===== src/design/fst_pkg.sv =====
`default_nettype none
// ----------------------------------------------------------------------------
// fst_pkg
// Shared types and constants of the fifo queue with statistics.
// ----------------------------------------------------------------------------
package fst_pkg;

   localparam int DATA_W    = 32;
   localparam int DEPTH_DEF = 16;
   localparam int CNT_W_DEF = $clog2(DEPTH_DEF + 1);

   // request kinds
   localparam int KIND_W = 2;
   localparam logic [KIND_W-1:0] KIND_PUSH   = 2'd0;
   localparam logic [KIND_W-1:0] KIND_POP    = 2'd1;
   localparam logic [KIND_W-1:0] KIND_SEARCH = 2'd2;

   // result status codes
   localparam int STATUS_W = 2;
   localparam logic [STATUS_W-1:0] STATUS_OK    = 2'd0;
   localparam logic [STATUS_W-1:0] STATUS_EMPTY = 2'd1;
   localparam logic [STATUS_W-1:0] STATUS_FULL  = 2'd2;

   typedef struct packed {
      logic busy;
      logic done;
   } fst_div_stat_type;

endpackage
`default_nettype wire


===== src/design/fst_ram.sv =====
`default_nettype none
// ----------------------------------------------------------------------------
// fst_ram
// Entry storage of the queue: one write port, one read port, registered read.
// ----------------------------------------------------------------------------
module fst_ram #(
   parameter  int DEPTH = fst_pkg::DEPTH_DEF,
   localparam int PTR_W = $clog2(DEPTH)
) (
   input  wire logic                      clock,
   input  wire logic                      wr_en,
   input  wire logic [PTR_W-1:0]          wr_addr,
   input  wire logic [fst_pkg::DATA_W-1:0] wr_data,
   input  wire logic                      rd_en,
   input  wire logic [PTR_W-1:0]          rd_addr,
   output logic      [fst_pkg::DATA_W-1:0] rd_data
);

   logic [fst_pkg::DATA_W-1:0] mem [DEPTH];
   logic [fst_pkg::DATA_W-1:0] rd_data_ff;

   always_ff @(posedge clock) begin
      if (wr_en) begin
         mem[wr_addr] <= wr_data;
      end
   end

   always_ff @(posedge clock) begin
      if (rd_en) begin
         rd_data_ff <= mem[rd_addr];
      end
   end

   assign rd_data = rd_data_ff;

endmodule
`default_nettype wire


===== src/design/fst_div.sv =====
`default_nettype none
// ----------------------------------------------------------------------------
// fst_div
// Signed by unsigned restoring divider, one quotient bit per cycle,
// quotient truncated toward zero.
// ----------------------------------------------------------------------------
module fst_div #(
   parameter int CNT_W = fst_pkg::CNT_W_DEF
) (
   input  wire logic                        clock,
   input  wire logic                        reset,
   input  wire logic                        start,
   input  wire logic [fst_pkg::DATA_W-1:0]  dividend,
   input  wire logic [CNT_W-1:0]            divisor,
   output logic      [fst_pkg::DATA_W-1:0]  quotient,
   output fst_pkg::fst_div_stat_type        stat
);

   localparam int DW     = fst_pkg::DATA_W;
   localparam int STEP_W = $clog2(DW + 1);

   logic              busy_ff, busy_in;
   logic              done_ff, done_in;
   logic              neg_ff, neg_in;
   logic [DW-1:0]     quo_ff, quo_in;
   logic [CNT_W-1:0]  rem_ff, rem_in;
   logic [CNT_W-1:0]  den_ff, den_in;
   logic [STEP_W-1:0] step_ff, step_in;

   logic [CNT_W:0]    rem_sh;
   logic [CNT_W:0]    rem_diff;
   logic              fits;
   logic [DW-1:0]     mag;

   assign rem_sh   = {rem_ff, quo_ff[DW-1]};
   assign fits     = rem_sh >= {1'b0, den_ff};
   assign rem_diff = rem_sh - {1'b0, den_ff};
   assign mag      = dividend[DW-1] ? (~dividend + DW'(1)) : dividend;

   always_comb begin
      busy_in = busy_ff;
      done_in = done_ff;
      neg_in  = neg_ff;
      quo_in  = quo_ff;
      rem_in  = rem_ff;
      den_in  = den_ff;
      step_in = step_ff;
      if (start) begin
         busy_in = 1'b1;
         done_in = 1'b0;
         neg_in  = dividend[DW-1];
         quo_in  = mag;
         rem_in  = '0;
         den_in  = divisor;
         step_in = STEP_W'(DW);
      end else if (busy_ff) begin
         quo_in  = {quo_ff[DW-2:0], fits};
         rem_in  = fits ? rem_diff[CNT_W-1:0] : rem_sh[CNT_W-1:0];
         step_in = step_ff - STEP_W'(1);
         if (step_ff == STEP_W'(1)) begin
            busy_in = 1'b0;
            done_in = 1'b1;
         end
      end
   end

   always_ff @(posedge clock) begin
      if (reset) begin
         busy_ff <= 1'b0;
         done_ff <= 1'b0;
      end else begin
         busy_ff <= busy_in;
         done_ff <= done_in;
      end
      neg_ff  <= neg_in;
      quo_ff  <= quo_in;
      rem_ff  <= rem_in;
      den_ff  <= den_in;
      step_ff <= step_in;
   end

   assign quotient  = neg_ff ? (~quo_ff + DW'(1)) : quo_ff;
   assign stat.busy = busy_ff;
   assign stat.done = done_ff;

   a_busy_done: assert property (@(posedge clock) disable iff (reset)
      !(busy_ff && done_ff))
      else $error("divider busy and done at once");

   a_step_range: assert property (@(posedge clock) disable iff (reset)
      busy_ff |-> (step_ff != '0 && step_ff <= STEP_W'(DW)))
      else $error("divider step count out of range");

   a_finish: assert property (@(posedge clock) disable iff (reset)
      (busy_ff && step_ff == STEP_W'(1) && !start) |=> done_ff)
      else $error("divider missed its last step");

endmodule
`default_nettype wire


===== src/design/fifo_queue_with_statistics.sv =====
`default_nettype none
// ----------------------------------------------------------------------------
// fifo_queue_with_statistics
// Bounded fifo of signed 32-bit values with push, pop and search requests;
// each request returns status, popped value, found flag and queue statistics.
// ----------------------------------------------------------------------------
//  channel  dir  group                        contents
//  req      in   req_tvalid/tready/tdata/user  tuser: kind; tdata: value
//  rsp      out  rsp_tvalid/tready/tdata/user  tuser: status; tdata: results
//
//  a request walks over the entries through the single memory read port, then,
//  unless the queue is empty, runs the one-bit-per-cycle divider for the mean.
//  req_tready is high only while no request is in work.
//  a finished result waits in the output register; the next request is taken
//  meanwhile, and only its final result load waits for rsp_tready.
//  reset is synchronous; entry storage is not cleared.
// ----------------------------------------------------------------------------
module fifo_queue_with_statistics #(
   parameter  int DEPTH = fst_pkg::DEPTH_DEF,
   localparam int PTR_W = $clog2(DEPTH),
   localparam int CNT_W = $clog2(DEPTH + 1),
   localparam int RSP_BITS = 7 * fst_pkg::DATA_W + 1 + CNT_W,
   localparam int RSP_W = ((RSP_BITS + 7) / 8) * 8
) (
   input  wire logic                            clock,
   input  wire logic                            reset,
   input  wire logic                            req_tvalid,
   output logic                                 req_tready,
   input  wire logic [fst_pkg::DATA_W-1:0]      req_tdata,  // value
   input  wire logic [fst_pkg::KIND_W-1:0]      req_tuser,  // kind
   output logic                                 rsp_tvalid,
   input  wire logic                            rsp_tready,
   // popped, found, count, total, mean, largest, smallest, head_value,
   // tail_value, zero fill
   output logic      [RSP_W-1:0]                rsp_tdata,
   output logic      [fst_pkg::STATUS_W-1:0]    rsp_tuser   // status
);

   localparam int DW = fst_pkg::DATA_W;

   localparam logic [1:0] S_IDLE = 2'd0;
   localparam logic [1:0] S_WALK = 2'd1;
   localparam logic [1:0] S_DIV  = 2'd2;
   localparam logic [1:0] S_OUT  = 2'd3;

   logic [1:0]                    state_ff, state_in;
   logic [fst_pkg::KIND_W-1:0]    kind_ff, kind_in;
   logic [DW-1:0]                 val_ff, val_in;
   logic [fst_pkg::STATUS_W-1:0]  status_ff, status_in;
   logic [CNT_W-1:0]              occ_ff, occ_in;
   logic [PTR_W-1:0]              rd_ptr_ff, rd_ptr_in;
   logic [PTR_W-1:0]              wr_ptr_ff, wr_ptr_in;
   logic [DW-1:0]                 sum_ff, sum_in;
   logic [PTR_W-1:0]              iss_ptr_ff, iss_ptr_in;
   logic [CNT_W-1:0]              iss_left_ff, iss_left_in;
   logic                          rd_vld_ff, rd_vld_in;
   logic                          skip_ff, skip_in;
   logic                          first_ff, first_in;
   logic [DW-1:0]                 popped_ff, popped_in;
   logic                          found_ff, found_in;
   logic [DW-1:0]                 max_ff, max_in;
   logic [DW-1:0]                 min_ff, min_in;
   logic [DW-1:0]                 head_ff, head_in;
   logic [DW-1:0]                 tail_ff, tail_in;
   logic                          rsp_valid_ff, rsp_valid_in;
   logic [RSP_W-1:0]              rsp_data_ff, rsp_data_in;
   logic [fst_pkg::STATUS_W-1:0]  rsp_status_ff, rsp_status_in;

   logic                          acc;
   logic                          is_full;
   logic                          is_empty;
   logic                          push_ok;
   logic                          pop_ok;
   logic [PTR_W-1:0]              wr_ptr_nxt;
   logic [PTR_W-1:0]              rd_ptr_nxt;
   logic [PTR_W-1:0]              iss_ptr_nxt;
   logic                          rd_en;
   logic [DW-1:0]                 rd_data;
   logic                          walk_done;
   logic                          div_start;
   logic [DW-1:0]                 div_quot;
   fst_pkg::fst_div_stat_type     div_stat;
   logic                          out_free;
   logic [DW-1:0]                 mean;
   logic                          found_out;
   logic [CNT_W:0]                chk_ptr_sum;
   logic [CNT_W:0]                chk_ptr_wrap;

   assign acc      = req_tvalid && (state_ff == S_IDLE);
   assign is_full  = occ_ff == CNT_W'(DEPTH);
   assign is_empty = occ_ff == '0;
   assign push_ok  = acc && (req_tuser == fst_pkg::KIND_PUSH) && !is_full;
   assign pop_ok   = acc && (req_tuser == fst_pkg::KIND_POP) && !is_empty;

   assign wr_ptr_nxt  = (wr_ptr_ff == PTR_W'(DEPTH - 1)) ? '0 : wr_ptr_ff + PTR_W'(1);
   assign rd_ptr_nxt  = (rd_ptr_ff == PTR_W'(DEPTH - 1)) ? '0 : rd_ptr_ff + PTR_W'(1);
   assign iss_ptr_nxt = (iss_ptr_ff == PTR_W'(DEPTH - 1)) ? '0 : iss_ptr_ff + PTR_W'(1);

   assign rd_en     = (state_ff == S_WALK) && (iss_left_ff != '0);
   assign walk_done = (iss_left_ff == '0) && !rd_vld_ff;
   assign div_start = (state_ff == S_WALK) && walk_done && !is_empty;
   assign out_free  = !rsp_valid_ff || rsp_tready;
   assign mean      = is_empty ? '0 : div_quot;
   assign found_out = found_ff && (kind_ff == fst_pkg::KIND_SEARCH);

   fst_ram #(
      .DEPTH (DEPTH)
   ) u_ram (
      .clock   (clock),
      .wr_en   (push_ok),
      .wr_addr (wr_ptr_ff),
      .wr_data (req_tdata),
      .rd_en   (rd_en),
      .rd_addr (iss_ptr_ff),
      .rd_data (rd_data)
   );

   fst_div #(
      .CNT_W (CNT_W)
   ) u_div (
      .clock    (clock),
      .reset    (reset),
      .start    (div_start),
      .dividend (sum_ff),
      .divisor  (occ_ff),
      .quotient (div_quot),
      .stat     (div_stat)
   );

   always_comb begin
      state_in      = state_ff;
      kind_in       = kind_ff;
      val_in        = val_ff;
      status_in     = status_ff;
      occ_in        = occ_ff;
      rd_ptr_in     = rd_ptr_ff;
      wr_ptr_in     = wr_ptr_ff;
      sum_in        = sum_ff;
      iss_ptr_in    = iss_ptr_ff;
      iss_left_in   = iss_left_ff;
      rd_vld_in     = rd_en;
      skip_in       = skip_ff;
      first_in      = first_ff;
      popped_in     = popped_ff;
      found_in      = found_ff;
      max_in        = max_ff;
      min_in        = min_ff;
      head_in       = head_ff;
      tail_in       = tail_ff;
      rsp_valid_in  = rsp_valid_ff && !rsp_tready;
      rsp_data_in   = rsp_data_ff;
      rsp_status_in = rsp_status_ff;

      case (state_ff)
         S_IDLE: begin
            if (acc) begin
               kind_in   = req_tuser;
               val_in    = req_tdata;
               status_in = fst_pkg::STATUS_OK;
               if (req_tuser == fst_pkg::KIND_PUSH && is_full) begin
                  status_in = fst_pkg::STATUS_FULL;
               end else if ((req_tuser == fst_pkg::KIND_POP ||
                             req_tuser == fst_pkg::KIND_SEARCH) && is_empty) begin
                  status_in = fst_pkg::STATUS_EMPTY;
               end
               if (push_ok) begin
                  wr_ptr_in = wr_ptr_nxt;
                  occ_in    = occ_ff + CNT_W'(1);
                  sum_in    = sum_ff + req_tdata;
               end
               if (pop_ok) begin
                  rd_ptr_in = rd_ptr_nxt;
                  occ_in    = occ_ff - CNT_W'(1);
               end
               // walk starts at the old head; a pop reads its victim first
               iss_ptr_in  = rd_ptr_ff;
               iss_left_in = push_ok ? occ_ff + CNT_W'(1) : occ_ff;
               skip_in     = pop_ok;
               first_in    = 1'b1;
               popped_in   = '0;
               found_in    = 1'b0;
               max_in      = '0;
               min_in      = '0;
               head_in     = '0;
               tail_in     = '0;
               state_in    = S_WALK;
            end
         end
         S_WALK: begin
            if (rd_en) begin
               iss_ptr_in  = iss_ptr_nxt;
               iss_left_in = iss_left_ff - CNT_W'(1);
            end
            if (rd_vld_ff) begin
               if (skip_ff) begin
                  popped_in = rd_data;
                  sum_in    = sum_ff - rd_data;
                  skip_in   = 1'b0;
               end else begin
                  found_in = found_ff || (rd_data == val_ff);
                  tail_in  = rd_data;
                  if (first_ff) begin
                     first_in = 1'b0;
                     head_in  = rd_data;
                     max_in   = rd_data;
                     min_in   = rd_data;
                  end else begin
                     if ($signed(rd_data) > $signed(max_ff)) begin
                        max_in = rd_data;
                     end
                     if ($signed(rd_data) < $signed(min_ff)) begin
                        min_in = rd_data;
                     end
                  end
               end
            end
            if (walk_done) begin
               state_in = is_empty ? S_OUT : S_DIV;
            end
         end
         S_DIV: begin
            if (div_stat.done) begin
               state_in = S_OUT;
            end
         end
         S_OUT: begin
            if (out_free) begin
               rsp_valid_in  = 1'b1;
               rsp_status_in = status_ff;
               rsp_data_in   = RSP_W'({tail_ff, head_ff, min_ff, max_ff, mean,
                                       sum_ff, occ_ff, found_out, popped_ff});
               state_in      = S_IDLE;
            end
         end
         default: begin
            state_in = S_IDLE;
         end
      endcase
   end

   always_ff @(posedge clock) begin
      if (reset) begin
         state_ff     <= S_IDLE;
         occ_ff       <= '0;
         rd_ptr_ff    <= '0;
         wr_ptr_ff    <= '0;
         sum_ff       <= '0;
         iss_left_ff  <= '0;
         rd_vld_ff    <= 1'b0;
         rsp_valid_ff <= 1'b0;
      end else begin
         state_ff     <= state_in;
         occ_ff       <= occ_in;
         rd_ptr_ff    <= rd_ptr_in;
         wr_ptr_ff    <= wr_ptr_in;
         sum_ff       <= sum_in;
         iss_left_ff  <= iss_left_in;
         rd_vld_ff    <= rd_vld_in;
         rsp_valid_ff <= rsp_valid_in;
      end
      kind_ff       <= kind_in;
      val_ff        <= val_in;
      status_ff     <= status_in;
      iss_ptr_ff    <= iss_ptr_in;
      skip_ff       <= skip_in;
      first_ff      <= first_in;
      popped_ff     <= popped_in;
      found_ff      <= found_in;
      max_ff        <= max_in;
      min_ff        <= min_in;
      head_ff       <= head_in;
      tail_ff       <= tail_in;
      rsp_data_ff   <= rsp_data_in;
      rsp_status_ff <= rsp_status_in;
   end

   assign req_tready = (state_ff == S_IDLE);
   assign rsp_tvalid = rsp_valid_ff;
   assign rsp_tdata  = rsp_data_ff;
   assign rsp_tuser  = rsp_status_ff;

   // read pointer plus occupancy, wrapped, must land on the write pointer
   assign chk_ptr_sum  = (CNT_W + 1)'(rd_ptr_ff) + (CNT_W + 1)'(occ_ff);
   assign chk_ptr_wrap = (chk_ptr_sum >= (CNT_W + 1)'(DEPTH)) ?
                         chk_ptr_sum - (CNT_W + 1)'(DEPTH) : chk_ptr_sum;

   a_occ_bound: assert property (@(posedge clock) disable iff (reset)
      occ_ff <= CNT_W'(DEPTH))
      else $error("occupancy above depth");

   a_ptr_link: assert property (@(posedge clock) disable iff (reset)
      (state_ff == S_IDLE) |-> (PTR_W'(chk_ptr_wrap) == wr_ptr_ff))
      else $error("pointers and occupancy disagree");

   a_push_count: assert property (@(posedge clock) disable iff (reset)
      push_ok |=> (occ_ff == $past(occ_ff) + CNT_W'(1)))
      else $error("push did not grow occupancy");

   a_div_walk: assert property (@(posedge clock) disable iff (reset)
      (state_ff == S_WALK) |-> !div_stat.busy)
      else $error("divider running during walk");

endmodule
`default_nettype wire

===== config.mk =====
export PLATFORM = sky130hd
export DESIGN_NAME = fifo_queue_with_statistics
export DESIGN_NICKNAME = d
export VERILOG_FILES = /design/src/design/fst_pkg.sv /design/src/design/fst_ram.sv /design/src/design/fst_div.sv /design/src/design/fifo_queue_with_statistics.sv
export SDC_FILE = /design/constraint.sdc
export NUM_CORES = 1
export LEC_CHECK = 0
export BUFFER_PORTS_ARGS = -buffer_cell sky130_fd_sc_hd__buf_2
export CORE_ASPECT_RATIO = 0.9
export CORE_UTILIZATION = 50
export DETAILED_ROUTE_END_ITERATION = 8
export GPL_TIMING_DRIVEN = 0
export HOLD_SLACK_MARGIN = 0.03
export PLACE_DENSITY = 0.8
export SKIP_LAST_GASP = 1
export SLEW_MARGIN = 40
export SYNTH_ARGS = -nofsm -noshare
export SYNTH_HDL_FRONTEND = slang
export SYNTH_SLANG_ARGS = --single-unit

===== constraint.sdc =====
create_clock -name clock -period 34.7 [get_ports clock]
set_clock_uncertainty 0.2 [all_clocks]
set_input_delay 0 -clock clock [delete_from_list [all_inputs] [get_ports clock]]
set_output_delay 0 -clock clock [all_outputs]
set_load 0.01 [all_outputs]

==> summary.md <==
| Metric | Value |
|---|---|
| Leakage power figure | approximately 18 nW |
| #FFs+latches synth | between 1000 and 1500 |
| Fin Setup TNS | 0 ns |
| Mapped Area | between 0.04 and 0.05 sq mm |
| Core ar. | around 0.088 sq mm |
| Clock latency on the worst-skew pair | between 0.6 and 0.7 ns |
| Die height | around 280 um |
| Clk slew on worst S/H paths | 0.07 ns |
| Syn. warnings | 0 |
| Count of final setup violators | 0 |
| Min-delay src | rsp_tready |
| Share of cells above drive strength 1 | 0.185 |
| Area delta synth->final | 17.5% |
| Die ar. | about 0.09 sq mm |
| Crit-path slowest cell | nor2_1 |
| Worst-Margin Slew | between 0.8 and 0.9 ns |
| Largest net degree at the start of global routing | 35 |
| Slew Limit Headroom | 0.416 |
| Crit Reg-Reg Endpoint | sum_ff[30] |
| Min Clock Period, post-route | between 5 and 6 ns |
| Fraction of registers with async set/reset | 0 |
| RSZ-0062 raised after global routing | no |
| Worst Path Max Fanout | 10 |
| CTS root buffer | clkbuf_16 |
| Critical Path, Cell by Cell | inv_1 -> ha_1 -> inv_2 -> buf_1 -> nor2_1 -> a21o_1 -> ha_1 -> inv_1 -> fa_1 -> a21oi_1 -> o21ai_0 -> a31oi_1 -> a21oi_1 -> a41oi_1 -> nor2_1 -> a311oi_1 -> xnor2_1 -> a22o_1 |
| DRT Pass-1 Iters | 6 |
| Drt initial violations | slightly above 3000 |
| Total number of vias | about 27000 |
| Number of synthesized flops with an enable pin | around 1000 |
| Final ANT Viol Nets | 0 |
| Worst Hold Path EP | rsp_tvalid |
| Setup Buffers After CTS | 0 |
| Via density | between 5 and 6 |
| Crit path DAT | between 5 and 6 ns |
| Post-place setup slack | between 20 and 30 ns |
| Synth top area cells | edfxtp_1 (69%), ha_1 (3.4%), mux4_2 (3.3%), dfxtp_1 (3.0%), mux2i_1 (2.4%) |
| Post-synthesis cell type count | 70 |
| Final-stage net count | about 3500 |
| Seq/Total Area, Yosys | 0.720 |
| Dominant synthesized flop cell | edfxtp_1 |
| Fillers | roughly 6300 |
| Port buffer count | 271 |
| Worst flop-to-flop path startpoint | state_ff[1] |
| R2R cell count | 18 |
| Clock tree from TritonCTS | yes |
| Routed WL per cell | approximately 24 um |
| First-pass GRT wire length | 164000 um |
| H-tree depth | 3 |
| Pwr dens | ~83 mW/mm^2 |
| Peak VDD IR | between 50 and 60 uV |
| GP Congestion | 0.911 |
| I/O pins | 274 |
| Startpoint types | flop |
| Part of the cycle the worst path needs | 0.161 |
| Num rows | between 100 and 150 |
| Congestion Overflow GR | 0 |
| CTS sink cnt | between 1000 and 1500 |
| Worst Hold Depth | 5 |
| Overall Global Routing Usage | 0.245 |
| Initial cell density of the core | 0.505 |
| Post-DP HPWL | around 79000 um |
| Worst hold margin | between 0.05 and 0.06 ns |
| Post-Synthesis Cells | about 2800 |
| PnR worst setup slack | a little under 30 ns |
| Final Hold Fails | 0 |
| Chip width | between 300 and 400 um |
| Clk buf depth | 3 |
| Final WL | approximately 110000 um |
| Pwr Total | 4.34 mW |
| Synth top area share | 0.689 |
| Status | finished, final reports clean |
| DRC | 0 |
| Most common cell after layout, fill and taps aside | edfxtp_1 |
| Most frequent cells in the layout | edfxtp_1 (1017), buf_2 (283), nand2_1 (212), a21oi_1 (144), o21ai_0 (143) |
| Syn Area/Cell | 15.6 sq um |
| Crit path capture type | flop |
| Vias in the first global route | between 20000 and 30000 |
| Non-filler cells, final | roughly 4600 |
| Antenna violations before repair | 4 |
| Max Cap Violations | 0 |
| # diodes | 0 |
| Cts bufs inserted | roughly 100 |
| Cell family with most CP delay | compound AO/OA/AOI/OAI gates |
| Worst EP required | approximately 35 ns |
| Fin. max-slew vios | 0 |
| R2R Setup Slk | around 29 ns |
| Critical path's largest stage delay | around 0.76 ns |
| Hold WC Path Type | in -> reg |
| CP Class | reg -> reg |
| Post-placement cell count | between 4000 and 5000 |
| PostCTS Resize Cnt | 0 |
| Max Fclk | between 150 and 200 MHz |
| Hold_buf cts | 40 |
| Crit path buffers/inverters | 4 |
| Cell taking the most area after synthesis | edfxtp_1 |
-- cell families (layout without fill, tap and decap cells) --
| family | after synthesis | after routing | share of synthesized area |
|---|---|---|---|
| buffers and inverters | 224 | 794 | 0.0192 |
| xor gates and xnor gates | 163 | 163 | 0.0322 |
| adders and majority gates | 121 | 121 | 0.0345 |
| DFF | 1084 | 1084 | 0.720 |
| and+or+nand+nor | 549 | 549 | 0.0595 |
| AOI/OAI and AO/OA | 506 | 506 | 0.0712 |
| muxes | 199 | 199 | 0.0638 |
| other | 1 | 2 | 0.0000846 |
-- area by class of cell --
cell class,count,area (sq um),share of cell area
Buffer,112,443,0.00851
Inverter,112,423,0.00813
Clock buffer,128,2730,0.0525
Tap cell,1155,1450,0.0278
Sequential cell,1084,31900,0.613
Multi-Input combinational cell,1540,11700,0.226
Clock inverter,65,569,0.0109
Timing Repair Buffer,377,2810,0.0540
-- sequential cells by signal, indices dropped and copies added (netlist names), 4 cells and up --
register,cells
head_ff,32
iss_left_ff,5
iss_ptr_ff,4
max_ff,32
min_ff,32
occ_ff,5
popped_ff,32
rd_ptr_ff,4
rsp_tdata,230
sum_ff,32
tail_ff,32
u_div.den_ff,5
u_div.quo_ff,32
u_div.rem_ff,5
u_div.step_ff,6
u_ram.mem,512
u_ram.rd_data,32
val_ff,32
wr_ptr_ff,4
-- through the flow --
stage                util  area (sq um)
detailed placement  0.551         48300
finish              0.593         52000
global placement    0.537         47100
floorplan               -         44300
CTS                 0.593         52000
global route        0.593         52000
-- report_power, final --
group | total [mW] | switching (mW) | internal (mW)
registers | 1.89 | 0.142 | 1.74
logic | 1.36 | 0.874 | 0.484
clock network | 1.09 | 0.490 | 0.602
total | 4.34 | 1.51 | 2.83
-- worst register-to-register path: stages (launching register included) --
cell and delay, ns:
dfxtp_1 0.34, inv_1 0.10, ha_1 0.41, inv_2 0.24
buf_1 0.40, nor2_1 0.76, a21o_1 0.19, ha_1 0.17
inv_1 0.05, fa_1 0.40, a21oi_1 0.26, o21ai_0 0.26
a31oi_1 0.30, a21oi_1 0.18, a41oi_1 0.42, nor2_1 0.11
a311oi_1 0.38, xnor2_1 0.11, a22o_1 0.20
-- synth_stat cells, drive strengths merged, types with 16 or more instances --
library cell	instances
a22oi	35
nor3	26
nor2b	19
xor2	84
o31ai	21
nand4	28
o21ai	149
a221oi	33
clkbuf	87
nand3	22
nor2	125
and2	36
or3	18
dfxtp	67
a21o	35
buf	25
mux4	64
edfxtp	1017
a21oi	145
xnor2	79
nor4	16
nand2	212
ha	119
inv	111
mux2	27
mux2i	108
-- per-layer routing --
layer	part of all wire	routed length, um	global-route usage	up-vias
met4	0.032	3500	0.0795	6
met5	0.00030	33	0	-
met2	0.47	52500	0.393	1488
met1	0.40	43900	0.333	13200
li1	-	-	-	11900
met3	0.097	10800	0.0521	211
-- worst max path at each step --
stage | cells past startpoint | end | slack, ns | start
after floorplan | 2 | rsp_tdata[0] | 22.91 | state_ff[1]
after global routing | 18 | sum_ff[30] | 28.79 | state_ff[1]
after CTS | 18 | sum_ff[30] | 29.22 | state_ff[1]
after global placement | 2 | rsp_tdata[18] | 19.13 | state_ff[1]
final | 18 | sum_ff[30] | 29.12 | state_ff[1]
after detailed placement | 18 | sum_ff[30] | 29.25 | state_ff[1]
No activity file was read; power rests on OpenSTA's default activity.
